## src/sv/rde_pkg.sv

```systemverilog
// shared types, constants and symbol lookup for the radix digit emitter
package rde_pkg;

    localparam int MAX_SYMBOLS = 16;
    localparam int MAG_W = 32;
    localparam int NUM_DIGITS = 32;
    localparam int DIGIT_W = 4;
    localparam int NDIG_W = 6;
    localparam int POS_W = 5;
    localparam int RADIX_W = 5;
    localparam int CHAR_W = 8;
    localparam int SYM_W = 64;
    localparam int CFG_IDX_W = 2;
    localparam int QUEUE_DEPTH = 2;
    localparam int QPTR_W = (QUEUE_DEPTH > 1) ? $clog2(QUEUE_DEPTH) : 1;
    localparam int QCNT_W = $clog2(QUEUE_DEPTH + 1);

    localparam logic [CFG_IDX_W-1:0] REG_BASE_SIZE    = 2'd0;
    localparam logic [CFG_IDX_W-1:0] REG_SYMBOLS_LOW  = 2'd1;
    localparam logic [CFG_IDX_W-1:0] REG_SYMBOLS_HIGH = 2'd2;

    localparam logic [RADIX_W-1:0] BASE_SIZE_RESET    = 5'd10;
    localparam logic [SYM_W-1:0]   SYMBOLS_LOW_RESET  = 64'd4050765991979987505;
    localparam logic [SYM_W-1:0]   SYMBOLS_HIGH_RESET = 64'd14648;

    localparam logic [RADIX_W-1:0] RADIX_CAP = RADIX_W'(MAX_SYMBOLS);
    localparam logic [RADIX_W-1:0] RADIX_MIN = 5'd2;

    localparam logic [CHAR_W-1:0] CHAR_NUL   = 8'd0;
    localparam logic [CHAR_W-1:0] CHAR_PLUS  = 8'd43;
    localparam logic [CHAR_W-1:0] CHAR_MINUS = 8'd45;
    localparam logic [CHAR_W-1:0] CHAR_SPACE = 8'd32;
    localparam logic [CHAR_W-1:0] CHAR_DEL   = 8'd127;

    typedef logic [DIGIT_W-1:0] digit_t;

    typedef struct packed {
        digit_t [NUM_DIGITS-1:0] digits;
        logic [NDIG_W-1:0]       ndig;
        logic                    neg;
        logic                    invalid;
    } rde_rec_t;

    function automatic logic [CHAR_W-1:0] sym_at(
        input logic [SYM_W-1:0]   lo,
        input logic [SYM_W-1:0]   hi,
        input logic [DIGIT_W-1:0] k
    );
        logic [SYM_W-1:0] word;
        word = k[DIGIT_W-1] ? hi : lo;
        return word[{k[DIGIT_W-2:0], 3'b000} +: CHAR_W];
    endfunction

endpackage

```

## src/sv/radix_digit_emitter.sv

```systemverilog
// top level of the radix digit emitter: configuration registers and the front, queue and back
// Prints a signed 32-bit value as text in the radix set by base_size, using the symbol bytes in
// symbols_low/symbols_high. Each character leaves on character with strobe high for one cycle;
// a negative value starts with '-', the final character carries last, and a base that fails
// the check gives one item with base_invalid set and character zero. The receiver cannot stall,
// so characters of a run come out on consecutive cycles. The front converts a value bit-serially,
// one magnitude bit per cycle (it skips the conversion when the base is invalid), and takes no new
// value until it has pushed the last one and is idle again; the back emits one character per
// cycle, up to 33 for a value, and a two-item queue between them lets the next value convert
// while the previous one is still being emitted. The first character leaves through the back's
// output registers once its record has passed the queue. Configuration writes take effect at
// once; the user must make them only while the block is idle, as the block does not enforce it.
module radix_digit_emitter (
    input  logic                           clk,
    input  logic                           rst_n,
    input  logic                           start,
    input  logic signed [31:0]             value,
    output logic                           busy,
    input  logic                           wr_en,
    input  logic [rde_pkg::CFG_IDX_W-1:0]  wr_index,
    input  logic [rde_pkg::SYM_W-1:0]      wr_data,
    output logic                           strobe,
    output logic [rde_pkg::CHAR_W-1:0]     character,
    output logic                           last,
    output logic                           base_invalid
);
    import rde_pkg::*;

    logic [RADIX_W-1:0] base_size_reg;
    logic [SYM_W-1:0]   symbols_low_reg;
    logic [SYM_W-1:0]   symbols_high_reg;
    logic [RADIX_W-1:0] radix;

    logic               q_push;
    logic               q_pop;
    logic               q_full;
    logic               q_empty;
    rde_rec_t           front_rec;
    rde_rec_t           head_rec;

    always_ff @(posedge clk or negedge rst_n)
    begin
        if (!rst_n)
        begin
            base_size_reg    <= BASE_SIZE_RESET;
            symbols_low_reg  <= SYMBOLS_LOW_RESET;
            symbols_high_reg <= SYMBOLS_HIGH_RESET;
        end
        else if (wr_en)
        begin
            case (wr_index)
                REG_BASE_SIZE:    base_size_reg    <= wr_data[RADIX_W-1:0];
                REG_SYMBOLS_LOW:  symbols_low_reg  <= wr_data;
                REG_SYMBOLS_HIGH: symbols_high_reg <= wr_data;
                default:          base_size_reg    <= base_size_reg;
            endcase
        end
    end

    // radix saturates at the symbol table size
    assign radix = (base_size_reg > RADIX_CAP) ? RADIX_CAP : base_size_reg;

    rde_front u_front (
        .clk    (clk),
        .rst_n  (rst_n),
        .start  (start),
        .value  (value),
        .busy   (busy),
        .radix  (radix),
        .sym_lo (symbols_low_reg),
        .sym_hi (symbols_high_reg),
        .full   (q_full),
        .push   (q_push),
        .rec    (front_rec)
    );

    rde_queue u_queue (
        .clk     (clk),
        .rst_n   (rst_n),
        .push    (q_push),
        .rec_in  (front_rec),
        .full    (q_full),
        .pop     (q_pop),
        .rec_out (head_rec),
        .empty   (q_empty)
    );

    rde_back u_back (
        .clk          (clk),
        .rst_n        (rst_n),
        .empty        (q_empty),
        .rec          (head_rec),
        .pop          (q_pop),
        .sym_lo       (symbols_low_reg),
        .sym_hi       (symbols_high_reg),
        .strobe       (strobe),
        .character    (character),
        .last         (last),
        .base_invalid (base_invalid)
    );

`ifndef SYNTHESIS
    a_invalid_alone: assert property (@(posedge clk) disable iff (!rst_n)
        (strobe && base_invalid) |-> (last && character == CHAR_NUL))
        else $error("invalid-base item not a lone null character");
    a_run_contiguous: assert property (@(posedge clk) disable iff (!rst_n)
        (strobe && !last) |=> strobe)
        else $error("gap inside a character run");
    a_busy_after_start: assert property (@(posedge clk) disable iff (!rst_n)
        (start && !busy) |=> busy)
        else $error("front not busy after taking an item");
    a_sign_not_last: assert property (@(posedge clk) disable iff (!rst_n)
        (strobe && !base_invalid && character == CHAR_MINUS) |-> !last)
        else $error("minus sign ended a run");
`endif

endmodule

```

## src/sv/rde_front.sv

```systemverilog
// front end: accepts values, checks the base and converts the magnitude bit-serially
module rde_front (
    input  logic                            clk,
    input  logic                            rst_n,
    input  logic                            start,
    input  logic signed [31:0]              value,
    output logic                            busy,
    input  logic [rde_pkg::RADIX_W-1:0]     radix,
    input  logic [rde_pkg::SYM_W-1:0]       sym_lo,
    input  logic [rde_pkg::SYM_W-1:0]       sym_hi,
    input  logic                            full,
    output logic                            push,
    output rde_pkg::rde_rec_t               rec
);
    import rde_pkg::*;

    localparam logic [1:0] F_IDLE = 2'd0;
    localparam logic [1:0] F_CONV = 2'd1;
    localparam logic [1:0] F_PUSH = 2'd2;

    logic [1:0]              state_reg, state_next;
    logic [POS_W-1:0]        bitcnt_reg, bitcnt_next;
    logic [MAG_W-1:0]        mag_reg, mag_next;
    digit_t [NUM_DIGITS-1:0] digits_reg, digits_next;
    logic [NDIG_W-1:0]       ndig_reg, ndig_next;
    logic                    neg_reg, neg_next;
    logic                    inv_reg, inv_next;

    logic                    base_bad;
    logic [MAG_W-1:0]        gen_v, any_v;
    logic [MAG_W:0]          csum;
    logic [MAG_W:0]          carry;
    digit_t [NUM_DIGITS-1:0] digits_step;
    logic [MAG_W-1:0]        raw_mag;

    // base check: radix, forbidden bytes, duplicates
    always_comb
    begin
        logic [CHAR_W-1:0] ch;
        ch = '0;
        base_bad = (radix < RADIX_MIN);
        for (int i = 0; i < MAX_SYMBOLS; i++)
        begin
            if (RADIX_W'(i) < radix)
            begin
                ch = sym_at(sym_lo, sym_hi, DIGIT_W'(i));
                if (ch == CHAR_PLUS || ch == CHAR_MINUS || ch <= CHAR_SPACE || ch >= CHAR_DEL)
                begin
                    base_bad = 1'b1;
                end
                for (int j = i + 1; j < MAX_SYMBOLS; j++)
                begin
                    if (RADIX_W'(j) < radix && ch == sym_at(sym_lo, sym_hi, DIGIT_W'(j)))
                    begin
                        base_bad = 1'b1;
                    end
                end
            end
        end
    end

    // one doubling step of the digit vector, carries resolved by one wide add
    always_comb
    begin
        logic [RADIX_W-1:0] t;
        t = '0;
        for (int i = 0; i < NUM_DIGITS; i++)
        begin
            gen_v[i] = ({digits_reg[i], 1'b0} >= radix);
            any_v[i] = gen_v[i] || ({digits_reg[i], 1'b1} == radix);
        end
        csum = {1'b0, any_v} + {1'b0, gen_v} + (MAG_W+1)'(mag_reg[MAG_W-1]);
        carry = csum ^ {1'b0, any_v} ^ {1'b0, gen_v};
        for (int i = 0; i < NUM_DIGITS; i++)
        begin
            t = {digits_reg[i], carry[i]};
            digits_step[i] = (t >= radix) ? DIGIT_W'(t - radix) : t[DIGIT_W-1:0];
        end
    end

    assign raw_mag = value[31] ? (32'd0 - 32'(value)) : 32'(value);

    always_comb
    begin
        state_next  = state_reg;
        bitcnt_next = bitcnt_reg;
        mag_next    = mag_reg;
        digits_next = digits_reg;
        ndig_next   = ndig_reg;
        neg_next    = neg_reg;
        inv_next    = inv_reg;
        case (state_reg)
            F_IDLE:
            begin
                if (start)
                begin
                    mag_next    = raw_mag;
                    neg_next    = value[31];
                    inv_next    = base_bad;
                    digits_next = '0;
                    ndig_next   = '0;
                    bitcnt_next = '0;
                    state_next  = base_bad ? F_PUSH : F_CONV;
                end
            end
            F_CONV:
            begin
                digits_next = digits_step;
                ndig_next   = ndig_reg + NDIG_W'(carry[ndig_reg]);
                mag_next    = {mag_reg[MAG_W-2:0], 1'b0};
                bitcnt_next = bitcnt_reg + 1'b1;
                if (bitcnt_reg == POS_W'(MAG_W - 1))
                begin
                    state_next = F_PUSH;
                end
            end
            F_PUSH:
            begin
                if (!full)
                begin
                    state_next = F_IDLE;
                end
            end
            default:
            begin
                state_next = F_IDLE;
            end
        endcase
    end

    always_ff @(posedge clk or negedge rst_n)
    begin
        if (!rst_n)
        begin
            state_reg  <= F_IDLE;
            bitcnt_reg <= '0;
        end
        else
        begin
            state_reg  <= state_next;
            bitcnt_reg <= bitcnt_next;
        end
    end

    always_ff @(posedge clk)
    begin
        mag_reg    <= mag_next;
        digits_reg <= digits_next;
        ndig_reg   <= ndig_next;
        neg_reg    <= neg_next;
        inv_reg    <= inv_next;
    end

    assign busy        = (state_reg != F_IDLE);
    assign push        = (state_reg == F_PUSH) && !full;
    assign rec.digits  = digits_reg;
    assign rec.ndig    = ndig_reg;
    assign rec.neg     = neg_reg;
    assign rec.invalid = inv_reg;

endmodule

```

## src/sv/rde_queue.sv

```systemverilog
// small item queue between the converter and the character emitter
module rde_queue (
    input  logic              clk,
    input  logic              rst_n,
    input  logic              push,
    input  rde_pkg::rde_rec_t rec_in,
    output logic              full,
    input  logic              pop,
    output rde_pkg::rde_rec_t rec_out,
    output logic              empty
);
    import rde_pkg::*;

    rde_rec_t            entry_reg [QUEUE_DEPTH];
    logic [QPTR_W-1:0]   wr_ptr_reg, wr_ptr_next;
    logic [QPTR_W-1:0]   rd_ptr_reg, rd_ptr_next;
    logic [QCNT_W-1:0]   count_reg, count_next;

    assign full    = (count_reg == QCNT_W'(QUEUE_DEPTH));
    assign empty   = (count_reg == '0);
    assign rec_out = entry_reg[rd_ptr_reg];

    always_comb
    begin
        wr_ptr_next = wr_ptr_reg;
        rd_ptr_next = rd_ptr_reg;
        count_next  = count_reg;
        if (push)
        begin
            wr_ptr_next = (wr_ptr_reg == QPTR_W'(QUEUE_DEPTH - 1)) ? '0 : wr_ptr_reg + 1'b1;
        end
        if (pop)
        begin
            rd_ptr_next = (rd_ptr_reg == QPTR_W'(QUEUE_DEPTH - 1)) ? '0 : rd_ptr_reg + 1'b1;
        end
        if (push && !pop)
        begin
            count_next = count_reg + 1'b1;
        end
        else if (pop && !push)
        begin
            count_next = count_reg - 1'b1;
        end
    end

    always_ff @(posedge clk or negedge rst_n)
    begin
        if (!rst_n)
        begin
            wr_ptr_reg <= '0;
            rd_ptr_reg <= '0;
            count_reg  <= '0;
        end
        else
        begin
            wr_ptr_reg <= wr_ptr_next;
            rd_ptr_reg <= rd_ptr_next;
            count_reg  <= count_next;
        end
    end

    always_ff @(posedge clk)
    begin
        if (push)
        begin
            entry_reg[wr_ptr_reg] <= rec_in;
        end
    end

`ifndef SYNTHESIS
    a_no_overflow: assert property (@(posedge clk) disable iff (!rst_n) !(push && full && !pop))
        else $error("queue written while full");
    a_no_underflow: assert property (@(posedge clk) disable iff (!rst_n) !(pop && empty))
        else $error("queue read while empty");
    a_count_step: assert property (@(posedge clk) disable iff (!rst_n)
        (push && !pop) |=> !empty)
        else $error("queue empty after write");
`endif

endmodule

```

## src/sv/rde_back.sv

```systemverilog
// back end: emits sign and digit symbols, or a null for an invalid base, one character per cycle
module rde_back (
    input  logic                         clk,
    input  logic                         rst_n,
    input  logic                         empty,
    input  rde_pkg::rde_rec_t            rec,
    output logic                         pop,
    input  logic [rde_pkg::SYM_W-1:0]    sym_lo,
    input  logic [rde_pkg::SYM_W-1:0]    sym_hi,
    output logic                         strobe,
    output logic [rde_pkg::CHAR_W-1:0]   character,
    output logic                         last,
    output logic                         base_invalid
);
    import rde_pkg::*;

    localparam logic B_IDLE = 1'b0;
    localparam logic B_EMIT = 1'b1;

    logic              state_reg, state_next;
    rde_rec_t          rec_reg, rec_next;
    logic [POS_W-1:0]  pos_reg, pos_next;
    logic              sign_reg, sign_next;
    logic              strobe_reg;
    logic [CHAR_W-1:0] char_reg, char_next;
    logic              last_reg, last_next;
    logic              inv_reg, inv_next;

    logic              emit;
    logic              finishing;
    digit_t            cur_digit;

    assign emit      = (state_reg == B_EMIT);
    assign cur_digit = rec_reg.digits[pos_reg];

    always_comb
    begin
        if (rec_reg.invalid)
        begin
            char_next = CHAR_NUL;
            last_next = 1'b1;
            inv_next  = 1'b1;
        end
        else if (sign_reg)
        begin
            char_next = CHAR_MINUS;
            last_next = 1'b0;
            inv_next  = 1'b0;
        end
        else
        begin
            char_next = sym_at(sym_lo, sym_hi, cur_digit);
            last_next = (pos_reg == '0);
            inv_next  = 1'b0;
        end
    end

    assign finishing = emit && last_next;
    assign pop       = !empty && (!emit || finishing);

    always_comb
    begin
        state_next = state_reg;
        rec_next   = rec_reg;
        pos_next   = pos_reg;
        sign_next  = sign_reg;
        if (pop)
        begin
            state_next = B_EMIT;
            rec_next   = rec;
            sign_next  = rec.neg && !rec.invalid;
            pos_next   = (rec.ndig == '0) ? '0 : POS_W'(rec.ndig - 1'b1);
        end
        else if (emit)
        begin
            if (finishing)
            begin
                state_next = B_IDLE;
            end
            else if (sign_reg)
            begin
                sign_next = 1'b0;
            end
            else
            begin
                pos_next = pos_reg - 1'b1;
            end
        end
    end

    always_ff @(posedge clk or negedge rst_n)
    begin
        if (!rst_n)
        begin
            state_reg  <= B_IDLE;
            strobe_reg <= 1'b0;
        end
        else
        begin
            state_reg  <= state_next;
            strobe_reg <= emit;
        end
    end

    always_ff @(posedge clk)
    begin
        rec_reg  <= rec_next;
        pos_reg  <= pos_next;
        sign_reg <= sign_next;
        char_reg <= char_next;
        last_reg <= last_next;
        inv_reg  <= inv_next;
    end

    assign strobe       = strobe_reg;
    assign character    = char_reg;
    assign last         = last_reg;
    assign base_invalid = inv_reg;

endmodule

```

## config.mk

```make
export PLATFORM = sky130hd
export DESIGN_NAME = radix_digit_emitter
export DESIGN_NICKNAME = d
export VERILOG_FILES = /design/src/sv/rde_pkg.sv /design/src/sv/radix_digit_emitter.sv /design/src/sv/rde_front.sv /design/src/sv/rde_queue.sv /design/src/sv/rde_back.sv
export SDC_FILE = /design/constraint.sdc
export NUM_CORES = 2
export LEC_CHECK = 0
export CAP_MARGIN = 5
export CORE_MARGIN = 5
export CORE_UTILIZATION = 50
export DETAILED_ROUTE_END_ITERATION = 16
export DONT_BUFFER_PORTS = 1
export PLACE_DENSITY = 0.69
export SKIP_LAST_GASP = 1
export SLEW_MARGIN = 20
export SYNTH_ARGS = -nofsm -noshare
export SYNTH_HDL_FRONTEND = slang
export SYNTH_SLANG_ARGS = --single-unit
```

## constraint.sdc

```tcl
create_clock -name clk -period 19.07 [get_ports clk]
set_clock_uncertainty 0.15 [all_clocks]
set_input_delay 0.9535 -clock clk [delete_from_list [all_inputs] [get_ports clk]]
set_output_delay 0.9535 -clock clk [all_outputs]
set_load 0.01 [all_outputs]
```

==> out/metrics.yaml <==
worst_setup_path:
  reg2reg_depth: 20
  cp.arrival_ns: 6.44
  required_ns: 19.32
  critPathKind: "flip-flop to flip-flop"
  end_kind: "flip-flop"
  worstPathMaxFanout: 33
  crit_path_start_kind: "flip-flop"
sta:
  max_freq_ghz: 0.162
  hold_violations: 0
  tightestPinTransition_ns: 1.15
  timing.hold.ws_ns: 0.0803
  setup_tns_ns: 0
  min_period_ns: 6.18
  slew_violations: 0
  setup_violations: 0
  grt_setup_unrepaired: "no"
  slew_headroom_pct: 23.3
  fin_crit_sh_pct: 32.4
synth:
  synth_edf_count: 575
  ys_seq_elements: 731
  async_reset_ff_share_pct: 20.0
  syn_inst: 4701
  ys.warnings.count: 0
  ys_seq_area_share_pct: 41.9
  synthDistinctLibCells: 101
  synth_ff_type: "edfxtp_1"
  synth_area_um2: 50500
  syn_avg_cell_area_um2: 10.7
  synth_nets: 5005
global_routing:
  grt_pass1_vias: 36400
  track_usage_pct: 28.0
  overflow: 0
  grt_max_degree: 115
  grt_first_pass_wirelength_um: 232000
  antenna_found_initial: 4
routing:
  met3_length_um: 14200
  routed.top_layer: "met5"
  drt-initial-drc-count: 3723
  num_vias: 37800
  firstDrtPassIters: 6
  wl_met2_um: 70500
  vias_per_cell: 6.39
  wl_per_cell_um: 26.2
  met1Wirelength_um: 61000
  drc: 0
  ant_nets: 0
  routed_wirelength_um: 155000
floorplanning:
  core_area_um2: 100000
  ios: 114
  fp-row-count: 116
  start_util_pct: 50.4
  die_width_um: 328
  fp.dieH_um: 328
  die_area_um2: 107000
clock_tree:
  clk_latency_ns: 0.69
  clock_sinks: 731
  clockRootBuffer: "clkbuf_16"
  clkSlewWorstSetupHoldPaths_ns: 0.07
  cts.path.max_buffers: 3
  cts_htree_levels: 3
  cts_tree: "yes"
  post_cts_resized: 0
  cts_hold_buf: 3
  post-cts-setup-buffers: 0
  numCtsBuffers: 79
place:
  place.gp.congestion: 1.01
  dp_hpwl_um: 100000
  port-buffer-count: 0
  dp.cells: 5762
layout:
  fin_cells: 5912
  nNetsFinal: 4852
  largest_reg_flops: 272
  area_delta_synth_final_pct: 7.47
  layout.core_utilization_pct: 54.2
  drive_gt1_share_pct: 14.0
outcome:
  status: "finished clean"
pwr:
  p_leak_nw: 19.2
  vdd_drop_max_mv: 0.108
  power_density_nw_per_um2: 154
min_path:
  hold_class: "primary input to asynchronous set/reset pin"
job:
  drv_cap: 0
[critical path: stages (launching register included)]
cell	delay, ns
dfrtp_1	0.67
nand2_2	0.16
buf_4	0.55
ha_1	0.42
a21o_1	0.21
nor4_1	0.30
ha_1	0.20
a311o_1	0.14
a211oi_1	0.11
o41ai_2	0.65
inv_1	0.18
mux4_2	0.52
a2111oi_0	0.46
o211ai_1	0.18
and4_1	0.24
o31ai_2	0.06
ha_1	0.20
and3_1	0.20
nand3_1	0.10
xnor2_1	0.17
nor2_1	0.05
[through the flow]
step / setup WS, ns / cell area, µm² / total power, mW
after floorplan: 11.59 / 50500 / 5.67
after global placement: 12.98 / 51500 / 6.61
after detailed placement: 12.94 / 51500 / 6.70
after CTS: 12.95 / 54200 / 8.32
after global routing: 12.54 / 54200 / 8.80
final: 12.89 / 54200 / 8.36
[routing by layer]
layer,track usage [%],up-vias
li1,-,16800
met1,36.4,18400
met2,44.5,1977
met3,5.76,590
met4,14.5,4
met5,0,-
[cell usage after synthesis (99+ instances only)]
library cell	instances	share of area, %
a21oi_1	201	2.0
buf_2	189	1.9
clkbuf_1	99	0.74
dfrtp_1	108	5.4
edfxtp_1	575	34
ha_1	170	4.2
inv_1	114	0.85
mux2_2	265	5.9
nand2_1	244	1.8
nand4_1	189	2.3
nor2_1	245	1.8
nor4_1	99	1.2
o21ai_0	116	1.2
xnor2_1	677	12
xor2_1	369	6.4
[layout by cell type (no fill, tap or decap), drive strengths merged, types with 93 or more instances in the layout]
| master | instances |
|---|---|
| nor4 | 101 |
| inv | 119 |
| nand4 | 190 |
| a21oi | 209 |
| buf | 137 |
| xnor2 | 677 |
| nor3 | 94 |
| mux2 | 265 |
| nor2 | 245 |
| edfxtp | 575 |
| o21ai | 132 |
| ha | 170 |
| nand2 | 244 |
| dfrtp | 108 |
| mux2i | 93 |
| xor2 | 369 |
| clkbuf | 99 |
[final timing paths]
kind	start	end	slack, ns
worst max-delay path	base_size_reg[2]	u_front.ndig_reg[5]	12.89
worst min-delay path	rst_n	symbols_high_reg[18]	0.08
worst max register to register	base_size_reg[2]	u_front.ndig_reg[5]	12.89
worst min register to register	u_back.emit	u_back.strobe	0.26
max in group asynchronous	rst_n	symbols_low_reg[36]	17.75
min in group clk	value[31]	u_front.neg_reg	0.24
[kinds of logic (layout without fill, tap and decap cells)]
kind of cell	Yosys count	in the layout	synth area share [%]
DFF	731	731	41.9
and+or+nand+nor	1102	1102	11.4
adders and majority gates	202	202	5.48
buffers and inverters	489	400	4.23
xor gates and xnor gates	1046	1046	18.2
AOI/OAI and AO/OA	750	750	10.0
muxes	381	381	8.78
other	0	2	0
[layout make-up]
| cell class | count | area (µm²) |
|---|---|---|
| fillers | 8562 | 45900 |
| multi-input cells | 3481 | 27200 |
| flip-flops and latches | 731 | 21200 |
| clock buffers | 99 | 2100 |
| well taps | 1298 | 1620 |
| repair buffers | 138 | 1070 |
| clock inverters | 46 | 591 |
| inverters | 117 | 449 |
| diodes | 2 | 5.00 |
[where the power goes]
group | internal [mW] | switching (mW)
Sequential | 2.41 | 0.425
Clock | 0.916 | 0.672
Combinational | 1.55 | 2.39
(Power assumes the default switching activity.)
